`src/hdl/lpmr_pkg.sv`:
```
// Shared types and constants for the length-prefixed message ring.
// No dependencies; imported by the top level, lpmr_ctrl and lpmr_dp.
package lpmr_pkg;

	localparam int unsigned RING_BYTES_DEF = 32768;

	typedef enum logic [1:0] {
		OP_PUT_BEGIN = 2'd0,
		OP_PUT_BYTE  = 2'd1,
		OP_GET_BEGIN = 2'd2,
		OP_GET_BYTE  = 2'd3
	} op_t;

	typedef enum logic [2:0] {
		ST_OK       = 3'd0,
		ST_FULL     = 3'd1,
		ST_EMPTY    = 3'd2,
		ST_TOO_LONG = 3'd3,
		ST_NOT_OPEN = 3'd4
	} status_t;

	typedef enum logic [3:0] {
		S_IDLE,
		S_ALIGN,
		S_CHECK,
		S_HDR,
		S_HWAIT,
		S_FIN,
		S_BYTE,
		S_BWAIT,
		S_RESP
	} state_t;

	// controller -> datapath
	typedef struct packed {
		logic latch;
		logic align;
		logic check;
		logic hdr;
		logic fin;
		logic byte_go;
		logic byte_end;
		logic load;
	} lpmr_cmd_t;

	// datapath -> controller
	typedef struct packed {
		op_t  op;
		logic fail;
		logic open;
		logic cnt_last;
		logic out_free;
	} lpmr_stat_t;

endpackage

```
`src/hdl/lpmr_ctrl.sv`:
```
// Controller state machine for the message ring.
// Depends on lpmr_pkg; drives lpmr_dp through lpmr_cmd_t.
module lpmr_ctrl (
	input  logic               clk,
	input  logic               arst_n,
	input  logic               in_valid,
	input  logic [1:0]         op,
	output logic               in_ready,
	input  lpmr_pkg::lpmr_stat_t stat,
	output lpmr_pkg::lpmr_cmd_t  cmd
);

	import lpmr_pkg::*;

	state_t state_q, state_nxt, dispatch;
	logic   accept;

	always_comb begin
		if (op_t'(op) inside {OP_PUT_BEGIN, OP_GET_BEGIN}) begin
			dispatch = S_ALIGN;
		end else begin
			dispatch = S_BYTE;
		end
	end

	assign in_ready = (state_q == S_IDLE) || (state_q == S_RESP && stat.out_free);
	assign accept   = in_valid && in_ready;

	always_comb begin
		state_nxt = state_q;
		case (state_q)
			S_IDLE: begin
				if (accept) state_nxt = dispatch;
			end
			S_ALIGN: state_nxt = S_CHECK;
			S_CHECK: begin
				state_nxt = stat.fail ? S_RESP : S_HDR;
			end
			S_HDR: begin
				if (stat.cnt_last) begin
					state_nxt = (stat.op == OP_GET_BEGIN) ? S_HWAIT : S_FIN;
				end
			end
			S_HWAIT: state_nxt = S_FIN;
			S_FIN:   state_nxt = S_RESP;
			S_BYTE: begin
				state_nxt = (stat.op == OP_GET_BYTE && stat.open) ? S_BWAIT : S_RESP;
			end
			S_BWAIT: state_nxt = S_RESP;
			S_RESP: begin
				if (stat.out_free) state_nxt = accept ? dispatch : S_IDLE;
			end
			default: state_nxt = S_IDLE;
		endcase
	end

	always_comb begin
		cmd          = '0;
		cmd.latch    = accept;
		cmd.align    = (state_q == S_ALIGN);
		cmd.check    = (state_q == S_CHECK);
		cmd.hdr      = (state_q == S_HDR);
		cmd.fin      = (state_q == S_FIN);
		cmd.byte_go  = (state_q == S_BYTE);
		cmd.byte_end = (state_q == S_BWAIT);
		cmd.load     = (state_q == S_RESP) && stat.out_free;
	end

	always_ff @(posedge clk or negedge arst_n) begin
		if (!arst_n) begin
			state_q <= S_IDLE;
		end else begin
			state_q <= state_nxt;
		end
	end

endmodule

```
`config.mk`:
```
export PLATFORM = sky130hd
export DESIGN_NAME = lpmr_ctrl
export DESIGN_NICKNAME = d
export VERILOG_FILES = /design/src/hdl/lpmr_pkg.sv /design/src/hdl/lpmr_ctrl.sv
export SDC_FILE = /design/constraint.sdc
export NUM_CORES = 1
export LEC_CHECK = 0
export BUFFER_PORTS_ARGS = -buffer_cell sky130_fd_sc_hd__buf_2
export CORE_AREA = 4 4 41 43
export CTS_BUF_LIST = sky130_fd_sc_hd__clkbuf_8
export CTS_CLUSTER_SIZE = 10
export DETAILED_ROUTE_END_ITERATION = 8
export DIE_AREA = 0 0 45 47
export PLACE_DENSITY = 0.7
export RECOVER_POWER = 25
export SETUP_SLACK_MARGIN = 0.15
export SYNTH_ARGS = -nofsm -noshare
export SYNTH_HDL_FRONTEND = slang
export SYNTH_SLANG_ARGS = --single-unit
```
`constraint.sdc`:
```
create_clock -name clk -period 1.37 [get_ports clk]
set_input_delay 0.137 -clock clk [delete_from_list [all_inputs] [get_ports clk]]
set_output_delay 0.137 -clock clk [all_outputs]
set_load 0.01 [all_outputs]
```
==> results.md <==
- Num rows: 13
- DIE WIDTH: 45 um
- DR WL/cell: 13.1 um
- Crit start category: flip-flop
- Fillers: 126
- Syn Inst Count: 54
- Total power: 1.55 mW
- Worst-path clk slew: 0.03 ns
- Crit-path cells: nor3_4, buf_4, o21a_1, and2_4, buf_6
- Adder-Cell Fraction of Synth Area: 0%
- Die height: 47 um
- Actual slew at the worst max-slew pin: 0.293 ns
- Top cells by count, synth: nor2_1, dfrtp_1, inv_1, nand2b_1, nor3_1
- Clock Tree Buf Depth: 2
- Synth Cell Area: 417 um2
- CP Capture Type: primary output
- Synth Area per Inst: 7.72 um2
- Finished Layout Cells: 98
- DIE AREA: 2120 um2
- Failing checks: negative setup slack
- WS Path Type: reg2out
- Synth Area in XOR/XNOR: 0%
- Largest net degree at the start of global routing: 11
- Vias per cell: 5.40
- Pre-Repair DR Iteration Count: 4
- Num CTS Buffers: 3
- Post-synth net total: 65
- PD cells: 2110 nW/um2
- Max reg flops: 4
- Cells on worst reg2reg path: 4
- Clock Sinks: 4
- Most frequent cell after synthesis: nor2_1
- Finish-stage setup viols: 8
- Min-delay worst type: in2reg
- Slowest stage cell on the critical path: dfrtp_2
- Max-Cap Viols: 0
- Fin Clk Skew: 0.00261 ns
- Min Tclk post-route: 1.50 ns
- Simple-Gate Fraction of Synth Area: 37.5%
- Compound-Gate Fraction of Synth Area: 27.3%
- Crit-path max FO: 4
- Max_slew headroom: 80.4%
- Global-route usage over all layers: 13.6%
- Hold depth: 2
- Fin worst setup slack: -0.135 ns
- Final Cell Area: 738 um2
- Initial antenna violation count: 0
- Total gr overflow: 0
- Main synth FF type: dfrtp_1
- First-pass GRT wire length: 2100 um
- #FFs+latches synth: 4
- Initial DRC count: 10
- Final nets: 96
- Post-route ant nets: 0
- Post-synth EDFFs: 0
- H-Tree Depth: 1
- Sequential share of the synthesized area: 24.0%
- Placed Cells incl. Taps: 88
- Max Fclk: 665 MHz
- Outcome: finished with violations
- Slew Viols, Final: 0
- Largest regs: state_q (4)
- Layout cells sized above 1: 61.4%
- Worst-skew pair later-pin latency: 0.22 ns
- Max VDD drop: 0.900 mV
- Max incr delay on CP: 0.43 ns
- Pleak: 0.337 nW
- IO Count: 20
- WP data arrival: 1.37 ns
- Core Box Area: 1300 um2
- Synth async-reset ratio: 100%
- Area contributors post-synth: dfrtp_1, nor2_1, nor3_2
- DRC: 0
- RSZ-0062 raised after global routing: true
- Instance area at placement: 553 um2
- TritonCTS clock tree: yes
- Synth area leader: dfrtp_1
- Largest Register: state_q
- Largest family of logic cells by synthesized area: simple AND/OR/NAND/NOR gates
- Area grow syn2layout: 77.2%
- Routed vias: 529
- Synth unique cells: 31
- Number of global-route vias before repair: 529
- Post-Route WL: 1290 um
- Post-synth top area share: 24.0%
- Hold slack: 0.142 ns
- Final core occ: 56.7%
- GP Congestion: 0.842
- Initial core utilization: 32.0%
- Post-synthesis mux area share: 0%
- Final hold violation count: 0
- Port Buffers: 18
- Final worst-path cycle share: 110%
- Antenna Cells: 0
- DP HPWL: 886 um
- CP Data Required Time: 1.23 ns
- Yosys warning count: 0
- CTS root buf: clkbuf_8
==> cell type report <==
class / instances / area, um2 / share of cell area [%]
clock buffers: 3 / 41.3 / 5.59
multi-input cells: 41 / 342 / 46.3
flip-flops and latches: 4 / 105 / 14.2
well taps: 15 / 18.8 / 2.54
repair buffers: 31 / 216 / 29.3
inverters: 4 / 15.0 / 2.03
==> layout by cell type (no fill, tap or decap), drive strengths merged, types with 2 or more instances in the layout <==
master  netlist  layout
nand2b        3       3
dfrtp         4       4
o22ai         3       3
nor2          8       8
clkbuf        2       4
o32ai         2       2
nand3         2       2
nor3          5       5
a21oi         3       3
nand2         2       2
buf           3      29
inv           4       4
==> kinds of logic (layout without fill, tap and decap cells) <==
family / count (synthesis) / count (layout)
and+or+nand+nor: 26 / 26
AOI/OAI and AO/OA: 15 / 15
buffers and inverters: 9 / 38
DFF: 4 / 4
==> what timing repair did <==
item,in CTS,in global routing
setup endpoints to repair,12,13
gates resized for setup,10,10
hold endpoints to repair,4,0
hold buffers,1,0
pin swaps,3,4
buffers inserted,5,1
==> through the flow <==
stage | TNS, ns | worst slack, ns
after floorplan | 0 | 0.0512
after global placement | -0.0157 | -0.0157
after detailed placement | -0.0556 | -0.0534
after CTS | -0.422 | -0.109
after global routing | -1.18 | -0.202
final | -0.450 | -0.135
==> layer usage <==
layer | up-vias | track usage, % | wire length, um
met1 | 237 | 15.4 | 504
met3 | 4 | 2.68 | 118
met5 | - | 0 | 0
met2 | 31 | 24.3 | 635
met4 | 0 | 6.43 | 29
li1 | 257 | - | -
==> where the power goes <==
group          internal, mW  switching [mW]
sequential            0.173          0.0946
clock                 0.187          0.0561
combinational         0.574           0.470
total                 0.934           0.621
==> worst max-delay path: cells and delay by family (launching register included) <==
kind	cells	cell delay (ns)
DFF	1	0.43
AOI/OAI and AO/OA	1	0.13
and+or+nand+nor	2	0.36
buffers and inverters	2	0.23
==> worst paths after layout <==
check / startpoint / endpoint / slack (ns)
hold reg to reg: state_q[1] / state_q[3] / 0.77
setup / recovery: state_q[1] / cmd[7] / -0.13
min in group asynchronous: arst_n / state_q[1] / 0.29
hold / removal: stat[1] / state_q[1] / 0.14
setup reg to reg: state_q[1] / state_q[1] / 0
max in group asynchronous: arst_n / state_q[0] / 0.89
No activity file was read; power rests on OpenSTA's default activity.
